`config.mk`:
```
export PLATFORM = sky130hd
export DESIGN_NAME = tls_server_hello_record_parser_core_flat
export DESIGN_NICKNAME = d
export VERILOG_FILES = /design/src/rtl/core/tshp_pkg.sv /design/src/rtl/core/tshp_if.sv /design/src/rtl/core/tshp_in_stage.sv /design/src/rtl/core/tshp_parser.sv /design/src/rtl/core/tshp_out_stage.sv /design/src/rtl/core/tls_server_hello_record_parser_core.sv /design/src/flat_wrapper.sv
export SDC_FILE = /design/constraint.sdc
export NUM_CORES = 1
export LEC_CHECK = 0
export BUFFER_PORTS_ARGS = -buffer_cell sky130_fd_sc_hd__buf_4
export CAP_MARGIN = 20
export CORE_ASPECT_RATIO = 1.25
export CORE_MARGIN = 1
export CORE_UTILIZATION = 55
export CTS_CLUSTER_SIZE = 28
export DETAILED_ROUTE_END_ITERATION = 16
export GPL_ROUTABILITY_DRIVEN = 0
export GPL_TIMING_DRIVEN = 1
export PLACE_DENSITY_LB_ADDON = 0.15
export RECOVER_POWER = 50
export SYNTH_ARGS = -nofsm -noshare
export SYNTH_HDL_FRONTEND = slang
export SYNTH_HIERARCHICAL = 1
export SYNTH_SLANG_ARGS = --single-unit
```
`constraint.sdc`:
```
create_clock -name clk -period 6.8 [get_ports clk]
set_input_delay 0.68 -clock clk [delete_from_list [all_inputs] [get_ports clk]]
set_output_delay 0.68 -clock clk [all_outputs]
set_load 0.1 [all_outputs]
```
`src/rtl/core/tshp_pkg.sv`:
```
// ----------------------------------------------------------------------------
// TLS ServerHello parser package
// Shared types and constants for the record header and ServerHello parser.
// ----------------------------------------------------------------------------
package tshp_pkg;

    // Status codes carried by a final record result.
    localparam logic [1:0] ST_OK         = 2'd0;
    localparam logic [1:0] ST_BAD        = 2'd1;
    localparam logic [1:0] ST_ALERT      = 2'd2;
    localparam logic [1:0] ST_UNEXPECTED = 2'd3;

    // Result kinds.
    localparam logic KIND_RANDOM = 1'b0;
    localparam logic KIND_FINAL  = 1'b1;

    // Record content types and ServerHello constants.
    localparam logic [7:0]  CT_ALERT       = 8'd21;
    localparam logic [7:0]  CT_HANDSHAKE   = 8'd22;
    localparam logic [7:0]  MSG_SERVER_HELLO = 8'd2;
    localparam logic [15:0] HELLO_MIN      = 16'd42;
    localparam logic [23:0] HS_LEN_MIN     = 24'd38;

    // Configuration register indexes and reset values.
    localparam logic [1:0]  CFG_MAX_RECORD_LEN = 2'd0;
    localparam logic [1:0]  CFG_MIN_VERSION    = 2'd1;
    localparam logic [1:0]  CFG_MAX_VERSION    = 2'd2;
    localparam logic [15:0] RST_MAX_RECORD_LEN = 16'd2048;
    localparam logic [15:0] RST_MIN_VERSION    = 16'h0301;
    localparam logic [15:0] RST_MAX_VERSION    = 16'h0303;

    typedef struct packed {
        logic [15:0] max_record_len;
        logic [15:0] min_version;
        logic [15:0] max_version;
    } cfg_t;

    typedef struct packed {
        logic [7:0] data_byte;
        logic       frame_start;
    } rx_word_t;

    typedef struct packed {
        logic        out_kind;
        logic [4:0]  random_index;
        logic [7:0]  random_byte;
        logic [1:0]  status;
        logic [15:0] server_version;
        logic [15:0] chosen_suite;
    } result_t;

    // Handshake between the pipeline stages.
    typedef struct packed {
        logic valid;
        logic fire;
    } stage_ctl_t;

endpackage

```
`src/rtl/core/tshp_if.sv`:
```
// ----------------------------------------------------------------------------
// TLS ServerHello parser channel interfaces
// Valid/ready channels for received bytes and for parser results.
// ----------------------------------------------------------------------------
interface tshp_rx_if;
    logic       valid;
    logic       ready;
    logic [7:0] data_byte;
    logic       frame_start;

    modport source (output valid, output data_byte, output frame_start, input ready);
    modport sink   (input valid, input data_byte, input frame_start, output ready);
endinterface

interface tshp_res_if;
    logic        valid;
    logic        ready;
    logic        out_kind;
    logic [4:0]  random_index;
    logic [7:0]  random_byte;
    logic [1:0]  status;
    logic [15:0] server_version;
    logic [15:0] chosen_suite;

    modport source (output valid, output out_kind, output random_index,
                    output random_byte, output status, output server_version,
                    output chosen_suite, input ready);
    modport sink   (input valid, input out_kind, input random_index,
                    input random_byte, input status, input server_version,
                    input chosen_suite, output ready);
endinterface

```
`src/rtl/core/tshp_in_stage.sv`:
```
// ----------------------------------------------------------------------------
// TLS ServerHello parser input stage
// Registers one received word and holds it until the parser takes it.
// ----------------------------------------------------------------------------
module tshp_in_stage
    import tshp_pkg::*;
(
    input  logic       clk,
    input  logic       rst_n,
    input  logic       in_valid,
    output logic       in_ready,
    input  rx_word_t   in_word,
    input  logic       take,
    output logic       word_valid,
    output rx_word_t   word
);

    logic     valid_reg;
    rx_word_t word_reg;

    // A new word may enter when the stage is empty or is being emptied.
    assign in_ready   = !valid_reg || take;
    assign word_valid = valid_reg;
    assign word       = word_reg;

    always_ff @(posedge clk or negedge rst_n)
    begin
        if (!rst_n)
        begin
            valid_reg <= 1'b0;
        end
        else if (in_ready)
        begin
            valid_reg <= in_valid;
        end
    end

    always_ff @(posedge clk)
    begin
        if (in_valid && in_ready)
        begin
            word_reg <= in_word;
        end
    end

endmodule

```
`src/rtl/core/tshp_parser.sv`:
```
// ----------------------------------------------------------------------------
// TLS ServerHello parser core logic
// Record header and ServerHello state machine, one byte per accepted word.
// ----------------------------------------------------------------------------
module tshp_parser
    import tshp_pkg::*;
(
    input  logic       clk,
    input  logic       rst_n,
    input  cfg_t       cfg,
    input  stage_ctl_t ctl,
    input  rx_word_t   word,
    output logic       res_valid,
    output result_t    res
);

    typedef enum logic [1:0] {
        PH_IDLE,
        PH_HEADER,
        PH_BODY,
        PH_DONE
    } phase_t;

    phase_t      phase_reg,   phase_next;
    logic [15:0] pos_reg,     pos_next;
    logic [15:0] rlen_reg,    rlen_next;
    logic [7:0]  ctype_reg,   ctype_next;
    logic [23:0] hlen_reg,    hlen_next;
    logic [15:0] hver_reg,    hver_next;
    logic [7:0]  sid_reg,     sid_next;
    logic [15:0] suite_reg,   suite_next;
    logic [1:0]  lst_reg,     lst_next;
    logic        latched_reg, latched_next;
    logic        hbad_reg,    hbad_next;

    always_comb
    begin
        logic [7:0]  b;
        logic [16:0] pos_w;
        logic [16:0] pos_inc;
        logic [16:0] sl_w;
        logic [24:0] hlen_sum;
        logic [16:0] sid_end;
        logic        rand_out;

        b        = word.data_byte;
        rand_out = 1'b0;
        pos_w    = 17'd0;
        pos_inc  = 17'd0;
        sl_w     = 17'd0;
        hlen_sum = 25'd0;
        sid_end  = 17'd0;

        phase_next   = phase_reg;
        pos_next     = pos_reg;
        rlen_next    = rlen_reg;
        ctype_next   = ctype_reg;
        hlen_next    = hlen_reg;
        hver_next    = hver_reg;
        sid_next     = sid_reg;
        suite_next   = suite_reg;
        lst_next     = lst_reg;
        latched_next = latched_reg;
        hbad_next    = hbad_reg;

        res_valid = 1'b0;
        res       = '0;

        if (ctl.fire)
        begin
            // A frame start abandons whatever record was in progress.
            if (word.frame_start)
            begin
                phase_next   = PH_HEADER;
                pos_next     = 16'd0;
                rlen_next    = 16'd0;
                ctype_next   = 8'd0;
                hlen_next    = 24'd0;
                hver_next    = 16'd0;
                sid_next     = 8'd0;
                suite_next   = 16'd0;
                lst_next     = ST_OK;
                latched_next = 1'b0;
                hbad_next    = 1'b0;
            end

            case (phase_next)
                PH_HEADER:
                begin
                    if (pos_next == 16'd0)
                    begin
                        ctype_next = b;
                    end
                    else
                    begin
                        rlen_next = {rlen_next[7:0], b};
                        // The first two bytes after the type are the version.
                        if (pos_next == 16'd2)
                        begin
                            if (rlen_next < cfg.min_version || rlen_next > cfg.max_version)
                            begin
                                hbad_next = 1'b1;
                            end
                            rlen_next = 16'd0;
                        end
                    end

                    if (pos_next < 16'd4)
                    begin
                        pos_next = pos_next + 16'd1;
                    end
                    else if (hbad_next || rlen_next > cfg.max_record_len)
                    begin
                        res_valid      = 1'b1;
                        res.out_kind   = KIND_FINAL;
                        res.status     = ST_BAD;
                        res.server_version = hver_next;
                        res.chosen_suite   = suite_next;
                        phase_next     = PH_DONE;
                    end
                    else
                    begin
                        if (ctype_next == CT_ALERT)
                        begin
                            lst_next     = ST_ALERT;
                            latched_next = 1'b1;
                        end
                        else if (ctype_next != CT_HANDSHAKE || rlen_next < HELLO_MIN)
                        begin
                            lst_next     = ST_UNEXPECTED;
                            latched_next = 1'b1;
                        end
                        pos_next = 16'd0;
                        if (rlen_next == 16'd0)
                        begin
                            res_valid      = 1'b1;
                            res.out_kind   = KIND_FINAL;
                            res.status     = lst_next;
                            res.server_version = hver_next;
                            res.chosen_suite   = suite_next;
                            phase_next     = PH_DONE;
                        end
                        else
                        begin
                            phase_next = PH_BODY;
                        end
                    end
                end

                PH_BODY:
                begin
                    pos_w = {1'b0, pos_next};
                    sl_w  = {9'd0, sid_next};
                    if (!latched_next)
                    begin
                        if (pos_next == 16'd0)
                        begin
                            if (b != MSG_SERVER_HELLO)
                            begin
                                lst_next     = ST_UNEXPECTED;
                                latched_next = 1'b1;
                            end
                        end
                        else if (pos_next <= 16'd3)
                        begin
                            hlen_next = {hlen_next[15:0], b};
                            hlen_sum  = {1'b0, hlen_next} + 25'd4;
                            if (pos_next == 16'd3 &&
                                (hlen_sum > {9'd0, rlen_next} || hlen_next < HS_LEN_MIN))
                            begin
                                lst_next     = ST_BAD;
                                latched_next = 1'b1;
                            end
                        end
                        else if (pos_next <= 16'd5)
                        begin
                            hver_next = {hver_next[7:0], b};
                        end
                        else if (pos_next <= 16'd37)
                        begin
                            rand_out         = 1'b1;
                            res_valid        = 1'b1;
                            res.out_kind     = KIND_RANDOM;
                            res.random_index = 5'(pos_next - 16'd6);
                            res.random_byte  = b;
                        end
                        else if (pos_next == 16'd38)
                        begin
                            sid_next = b;
                            // Room is needed for the suite and the compression byte.
                            sid_end  = 17'd42 + {9'd0, b};
                            if (sid_end > {1'b0, rlen_next})
                            begin
                                lst_next     = ST_BAD;
                                latched_next = 1'b1;
                            end
                        end
                        else if (pos_w == sl_w + 17'd39 || pos_w == sl_w + 17'd40)
                        begin
                            suite_next = {suite_next[7:0], b};
                        end
                        else if (pos_w == sl_w + 17'd41)
                        begin
                            if (b != 8'd0)
                            begin
                                lst_next     = ST_UNEXPECTED;
                                latched_next = 1'b1;
                            end
                        end
                    end

                    pos_inc  = pos_w + 17'd1;
                    pos_next = pos_inc[15:0];
                    if (pos_inc >= {1'b0, rlen_next} && !rand_out)
                    begin
                        res_valid          = 1'b1;
                        res.out_kind       = KIND_FINAL;
                        res.status         = latched_next ? lst_next : ST_OK;
                        res.server_version = hver_next;
                        res.chosen_suite   = suite_next;
                        phase_next         = PH_DONE;
                    end
                end

                default:
                begin
                    // Idle or finished: stray bytes are dropped.
                end
            endcase
        end
    end

    always_ff @(posedge clk or negedge rst_n)
    begin
        if (!rst_n)
        begin
            phase_reg   <= PH_IDLE;
            pos_reg     <= 16'd0;
            rlen_reg    <= 16'd0;
            ctype_reg   <= 8'd0;
            hlen_reg    <= 24'd0;
            hver_reg    <= 16'd0;
            sid_reg     <= 8'd0;
            suite_reg   <= 16'd0;
            lst_reg     <= ST_OK;
            latched_reg <= 1'b0;
            hbad_reg    <= 1'b0;
        end
        else if (ctl.valid)
        begin
            phase_reg   <= phase_next;
            pos_reg     <= pos_next;
            rlen_reg    <= rlen_next;
            ctype_reg   <= ctype_next;
            hlen_reg    <= hlen_next;
            hver_reg    <= hver_next;
            sid_reg     <= sid_next;
            suite_reg   <= suite_next;
            lst_reg     <= lst_next;
            latched_reg <= latched_next;
            hbad_reg    <= hbad_next;
        end
    end

endmodule

```
`src/rtl/core/tshp_out_stage.sv`:
```
// ----------------------------------------------------------------------------
// TLS ServerHello parser output stage
// Result register that holds a word until the receiver takes it.
// ----------------------------------------------------------------------------
module tshp_out_stage
    import tshp_pkg::*;
(
    input  logic    clk,
    input  logic    rst_n,
    input  logic    load,
    input  result_t load_res,
    output logic    space,
    tshp_res_if.source res_out
);

    logic    valid_reg;
    result_t res_reg;

    assign space = !valid_reg || res_out.ready;

    assign res_out.valid          = valid_reg;
    assign res_out.out_kind       = res_reg.out_kind;
    assign res_out.random_index   = res_reg.random_index;
    assign res_out.random_byte    = res_reg.random_byte;
    assign res_out.status         = res_reg.status;
    assign res_out.server_version = res_reg.server_version;
    assign res_out.chosen_suite   = res_reg.chosen_suite;

    always_ff @(posedge clk or negedge rst_n)
    begin
        if (!rst_n)
        begin
            valid_reg <= 1'b0;
        end
        else if (load)
        begin
            valid_reg <= 1'b1;
        end
        else if (res_out.ready)
        begin
            valid_reg <= 1'b0;
        end
    end

    always_ff @(posedge clk)
    begin
        if (load)
        begin
            res_reg <= load_res;
        end
    end

endmodule

```
`src/rtl/core/tls_server_hello_record_parser_core.sv`:
```
// ----------------------------------------------------------------------------
// TLS record header and ServerHello parser
// Parses a received byte stream, gives out the server random and a status.
// ----------------------------------------------------------------------------
// The rx channel carries one received byte per word together with a frame
// start flag that marks the first header byte of a record. The hello channel
// carries result words: one word per server random byte, and one final word
// with the record status, the ServerHello version and the selected suite at
// the end of each record (or right after the header for a bad header or an
// empty body). Bytes outside a record produce no result.
// Each accepted byte is held in the input register and parsed once the output
// register has space; its result, if any, is loaded into the output register
// at the edge that takes the byte and is offered until the receiver takes it.
// One byte is accepted every cycle while the receiver keeps taking results;
// each result is worked out combinationally between the input and output
// registers. When the receiver stalls with a result waiting, the parser
// holds, the input register fills, and rx.ready drops until the result is
// taken. Reset empties both registers, returns the parser to waiting for a
// frame start and loads the configuration registers with their default values.
// Configuration is written through cfg_we/cfg_index/cfg_wdata; the user must
// write it only while idle; the block itself does not enforce this.
// ----------------------------------------------------------------------------
module tls_server_hello_record_parser_core
    import tshp_pkg::*;
(
    input  logic        clk,
    input  logic        rst_n,
    input  logic        cfg_we,
    input  logic [1:0]  cfg_index,
    input  logic [15:0] cfg_wdata,
    tshp_rx_if.sink     rx,
    tshp_res_if.source  hello
);

    cfg_t       cfg_reg;
    rx_word_t   rx_word;
    rx_word_t   word;
    logic       word_valid;
    logic       space;
    logic       take;
    logic       res_valid;
    result_t    res;
    stage_ctl_t ctl;

    // Configuration registers. Writes to unused indexes are dropped.
    always_ff @(posedge clk or negedge rst_n)
    begin
        if (!rst_n)
        begin
            cfg_reg.max_record_len <= RST_MAX_RECORD_LEN;
            cfg_reg.min_version    <= RST_MIN_VERSION;
            cfg_reg.max_version    <= RST_MAX_VERSION;
        end
        else if (cfg_we)
        begin
            case (cfg_index)
                CFG_MAX_RECORD_LEN: cfg_reg.max_record_len <= cfg_wdata;
                CFG_MIN_VERSION:    cfg_reg.min_version    <= cfg_wdata;
                CFG_MAX_VERSION:    cfg_reg.max_version    <= cfg_wdata;
                default:
                begin
                end
            endcase
        end
    end

    assign rx_word.data_byte   = rx.data_byte;
    assign rx_word.frame_start = rx.frame_start;

    // The parser advances whenever a byte is waiting and the result register
    // can take whatever that byte produces.
    assign take      = word_valid && space;
    assign ctl.valid = take;
    assign ctl.fire  = take;

    tshp_in_stage u_in_stage (
        .clk        (clk),
        .rst_n      (rst_n),
        .in_valid   (rx.valid),
        .in_ready   (rx.ready),
        .in_word    (rx_word),
        .take       (take),
        .word_valid (word_valid),
        .word       (word)
    );

    tshp_parser u_parser (
        .clk       (clk),
        .rst_n     (rst_n),
        .cfg       (cfg_reg),
        .ctl       (ctl),
        .word      (word),
        .res_valid (res_valid),
        .res       (res)
    );

    tshp_out_stage u_out_stage (
        .clk      (clk),
        .rst_n    (rst_n),
        .load     (take && res_valid),
        .load_res (res),
        .space    (space),
        .res_out  (hello)
    );

endmodule
```
`src/flat_wrapper.sv`:
```
// flat-port wrapper written by rule: the top's interface ports become plain ports
module tls_server_hello_record_parser_core_flat import tshp_pkg::*;
  (clk, rst_n, cfg_we, cfg_index, cfg_wdata, rx_valid, rx_data_byte, rx_frame_start, rx_ready, hello_valid, hello_out_kind, hello_random_index, hello_random_byte, hello_status, hello_server_version, hello_chosen_suite, hello_ready);
  tshp_rx_if rx_i ();
  tshp_res_if hello_i ();
  input  logic clk;
  input  logic rst_n;
  input  logic cfg_we;
  input  logic [1:0] cfg_index;
  input  logic [15:0] cfg_wdata;
  input wire logic [$bits(rx_i.valid)-1:0] rx_valid;
  input wire logic [$bits(rx_i.data_byte)-1:0] rx_data_byte;
  input wire logic [$bits(rx_i.frame_start)-1:0] rx_frame_start;
  output wire logic [$bits(rx_i.ready)-1:0] rx_ready;
  output wire logic [$bits(hello_i.valid)-1:0] hello_valid;
  output wire logic [$bits(hello_i.out_kind)-1:0] hello_out_kind;
  output wire logic [$bits(hello_i.random_index)-1:0] hello_random_index;
  output wire logic [$bits(hello_i.random_byte)-1:0] hello_random_byte;
  output wire logic [$bits(hello_i.status)-1:0] hello_status;
  output wire logic [$bits(hello_i.server_version)-1:0] hello_server_version;
  output wire logic [$bits(hello_i.chosen_suite)-1:0] hello_chosen_suite;
  input wire logic [$bits(hello_i.ready)-1:0] hello_ready;
  assign rx_i.valid = rx_valid;
  assign rx_i.data_byte = rx_data_byte;
  assign rx_i.frame_start = rx_frame_start;
  assign rx_ready = rx_i.ready;
  assign hello_valid = hello_i.valid;
  assign hello_out_kind = hello_i.out_kind;
  assign hello_random_index = hello_i.random_index;
  assign hello_random_byte = hello_i.random_byte;
  assign hello_status = hello_i.status;
  assign hello_server_version = hello_i.server_version;
  assign hello_chosen_suite = hello_i.chosen_suite;
  assign hello_i.ready = hello_ready;
  tls_server_hello_record_parser_core u_core (.clk(clk), .rst_n(rst_n), .cfg_we(cfg_we), .cfg_index(cfg_index), .cfg_wdata(cfg_wdata), .rx(rx_i), .hello(hello_i));
endmodule
```
==> reports/results.tsv <==
stage	metric	value	unit
run_status	status	complete, but fails checks	
run_status	failing checks	max-capacitance violations, max-slew violations	
cts	clock latency on the worst-skew pair	0.54	ns
yosys	Avg Synthesized Cell Area	9.82	um^2
cells_and_area	Ant. Diodes	0	
cts	post-CTS setup buffer count	0	
worst_setup_path	critical path startpoint category	flip-flop	
worst_setup_path	FF-to-FF End	u_core/u_out_stage/res_out.valid	
cts	CTS resizes	0	
place	dpl hpwl	26700	um
min_path	hold crit path type	in -> reg	
min_path	Hold Path Stages	1	
die	die area	25200	um^2
place	dpl ws	1.32	ns
detailed_routing	Via density	6.34	
detailed_routing	DR vias	11237	
sta	Worst Skew	0.0297	ns
power	power per cell area	291	nW/um^2
min_path	min-delay src	rx_data_byte[3]	
power	worst ir drop on vdd	0.219	mV
cells_and_area	most frequent cells in the layout	dfrtp_1, nand2_1, ha_1	
worst_setup_path	worst reg-to-reg setup slack	1.31	ns
yosys	Post-synth EDFFs	57	
cts	CTS Buf Count	22	
cells_and_area	commonest non-fill, non-tap cell in the layout	dfrtp_1	
cts	CTS Buffer Depth	3	
die	row cnt	63	
flow_run	max-cap violation count	3	
sta	final max-slew violation count	172	
worst_setup_path	Reg2Reg Depth	19	
cells_and_area	layout cells sized above 1	13.1	%
cells_and_area	Layout Nets	1566	
place	dpl cells	1729	
detailed_routing	drt pass-1 iters	7	
worst_setup_path	WP data required	7.22	ns
sta	RSZ-0062 raised after global routing	no	
sta	final setup fails	0	
cts	H-tree Lvls	1	
cts	cts hold-fix bufs	0	
cts	CTS tree	yes	
worst_setup_path	CP Class	reg -> reg	
detailed_routing	Remaining DRCs	0	
detailed_routing	1st-iter DRT viols	1034	
die	starting density of the core	56.5	%
sta	minimum clock period	5.49	ns
die	die height	177	um
sta	max frequency	182	MHz
yosys	Net Count, Synth	1511	
detailed_routing	ANT nets after route	0	
sta	Hold Vio Cnt, Final	0	
place	port bufs	81	
cts	CTS sink cnt	209	
detailed_routing	Top Layer Used	met4	
detailed_routing	WL per Instance	21.2	um
global_routing	GRT Total Usage	30.3	%
yosys	Synth Cell Area	13500	um^2
worst_setup_path	crit path DAT	5.91	ns
die	Core Box Area	23900	um^2
die	# IOs	82	
sta	Final period util	80.7	%
power	Tot Pwr	4.32	mW
detailed_routing	met2 wire length	18000	um
sta	Setup TNS	0	ns
detailed_routing	Routed WL	37500	um
global_routing	first-pass GRT wire length	58900	um
global_routing	initial antenna violation count	0	
yosys	Post-synth ARST share	72.7	%
cells_and_area	post-route insts no fill	1772	
global_routing	number of global-route vias before repair	10792	
global_routing	Overflow after GRT	0	
yosys	sequential share of the synthesized area	40.9	%
cells_and_area	area delta synth->final	10.0	%
sta	final worst slack	1.31	ns
yosys	Main synth FF type	dfrtp_1	
detailed_routing	wire length on met3	2420	um
cts	clk slew on worst S/H paths	0.07	ns
sta	Slew headroom	-178	%
worst_setup_path	worst r2r src	u_core/u_parser/pos_reg[0]	
cts	Root Buffer Master	clkbuf_16	
yosys	Syn Inst Count	1376	
yosys	number of distinct library cells after synthesis	99	
yosys	Synth Register Bits	209	
worst_setup_path	maximum fanout along the worst path	49	
yosys	yosys warns	6	
sta	Worst Max-Slew Pin Slew	4.17	ns
die	die width	142	um
detailed_routing	routed metal-1 wirelength	14700	um
min_path	Hold Crit Endpoint	u_core/u_in_stage/word[4]	
worst_setup_path	endpoint type of the worst setup path	flip-flop	
power	static leakage	6.40	nW
global_routing	largest net degree at the start of global routing	79	
cells_and_area	max reg flops	48	
-- Yosys cell counts, drive strengths merged (8+ instances only) --
library cell / instances / area (um^2)
a211oi: 11 / 95.1
a21o: 13 / 98.9
a21oi: 55 / 290
a22o: 80 / 701
a22oi: 32 / 240
a31oi: 11 / 75.1
and2: 11 / 71.3
and3: 13 / 81.3
buf: 35 / 208
clkbuf: 39 / 161
dfrtp: 144 / 3600
dfstp: 8 / 210
edfxtp: 57 / 1710
ha: 103 / 1290
inv: 87 / 327
mux2: 50 / 563
mux2i: 18 / 180
nand2: 139 / 534
nand2b: 14 / 105
nand3: 26 / 135
nand4: 30 / 188
nor2: 97 / 393
nor2b: 17 / 114
nor3: 23 / 130
nor3b: 8 / 71.3
nor4: 14 / 106
o21ai: 81 / 417
o22ai: 8 / 50.1
o31ai: 8 / 60.1
or2: 8 / 50.1
xnor2: 34 / 298
xor2: 19 / 166
-- metrics by stage --
stage          instance area [um^2]  utilization, %  hold WS (ns)
2_1_floorplan                 13500               -         0.384
3_3_place_gp                  14300            59.9         0.477
3_5_place_dp                  14300            59.9         0.476
4_1_cts                       15100            63.1         0.196
5_1_grt                       14900            62.2         0.333
6_report                      14900            62.2         0.339
-- logic make-up (layout without fill, tap and decap cells) --
family | count (synthesis) | after routing | synth area share (%)
compound gates | 351 | 351 | 18.8
xor+xnor | 53 | 53 | 3.44
fa+ha+maj | 103 | 103 | 9.54
buf+inv | 162 | 233 | 5.18
flops | 209 | 209 | 40.9
mux | 68 | 68 | 5.50
simple gates | 430 | 430 | 16.6
-- where the power goes --
group / internal (mW) / switching (mW) / leakage [nW]
registers: 1.46 / 0.152 / 2.55
logic: 0.521 / 0.938 / 3.47
clock network: 0.736 / 0.513 / 0.370
-- critical path, stage by stage (launching register included) --
cell,delay (ns)
dfrtp_1,0.46
nor2b_1,0.43
ha_1,0.40
and3_1,0.27
nand3_2,0.15
nor4_2,0.40
nand2_1,0.12
xnor2_1,0.33
ha_1,0.32
a21oi_1,0.12
o21ai_0,0.12
a2111oi_0,0.43
a211oi_1,0.13
o21ai_0,0.40
nand2_1,0.14
o21ai_0,0.18
a21oi_1,0.08
and3_2,0.23
buf_4,0.29
nand2b_2,0.28
-- worst max path at each step --
| stage | endpoint | cells after the start | from |
|---|---|---|---|
| global route | u_core/cfg_reg[27] | 2 | rst_n |
| global placement | u_core/u_out_stage/res_out.chosen_suite[0] | 18 | u_core/u_parser/pos_reg[0] |
| detailed placement | u_core/u_out_stage/res_out.chosen_suite[6] | 18 | u_core/u_parser/pos_reg[0] |
| floorplan | u_core/u_out_stage/res_out.chosen_suite[0] | 23 | u_core/u_in_stage/word[0] |
| CTS | u_core/u_out_stage/res_out.chosen_suite[6] | 18 | u_core/u_parser/pos_reg[0] |
| finish | u_core/u_out_stage/res_out.valid | 19 | u_core/u_parser/pos_reg[0] |
-- layout make-up --
cell class | instances | area, um^2
fill | 2036 | 9030
tap | 325 | 407
inverter | 88 | 330
sequential | 209 | 5530
clock inverter | 9 | 108
clock buffer | 31 | 644
timing repair buffer | 105 | 598
multi-input combinational | 1005 | 7250
-- routing by layer --
layer	up-vias	GRT usage, %
li1	5150	-
met1	5421	37.1
met2	507	51.2
met3	159	3.84
met4	0	17.9
met5	-	0
Note: power is estimated with default switching activity, not from simulation.
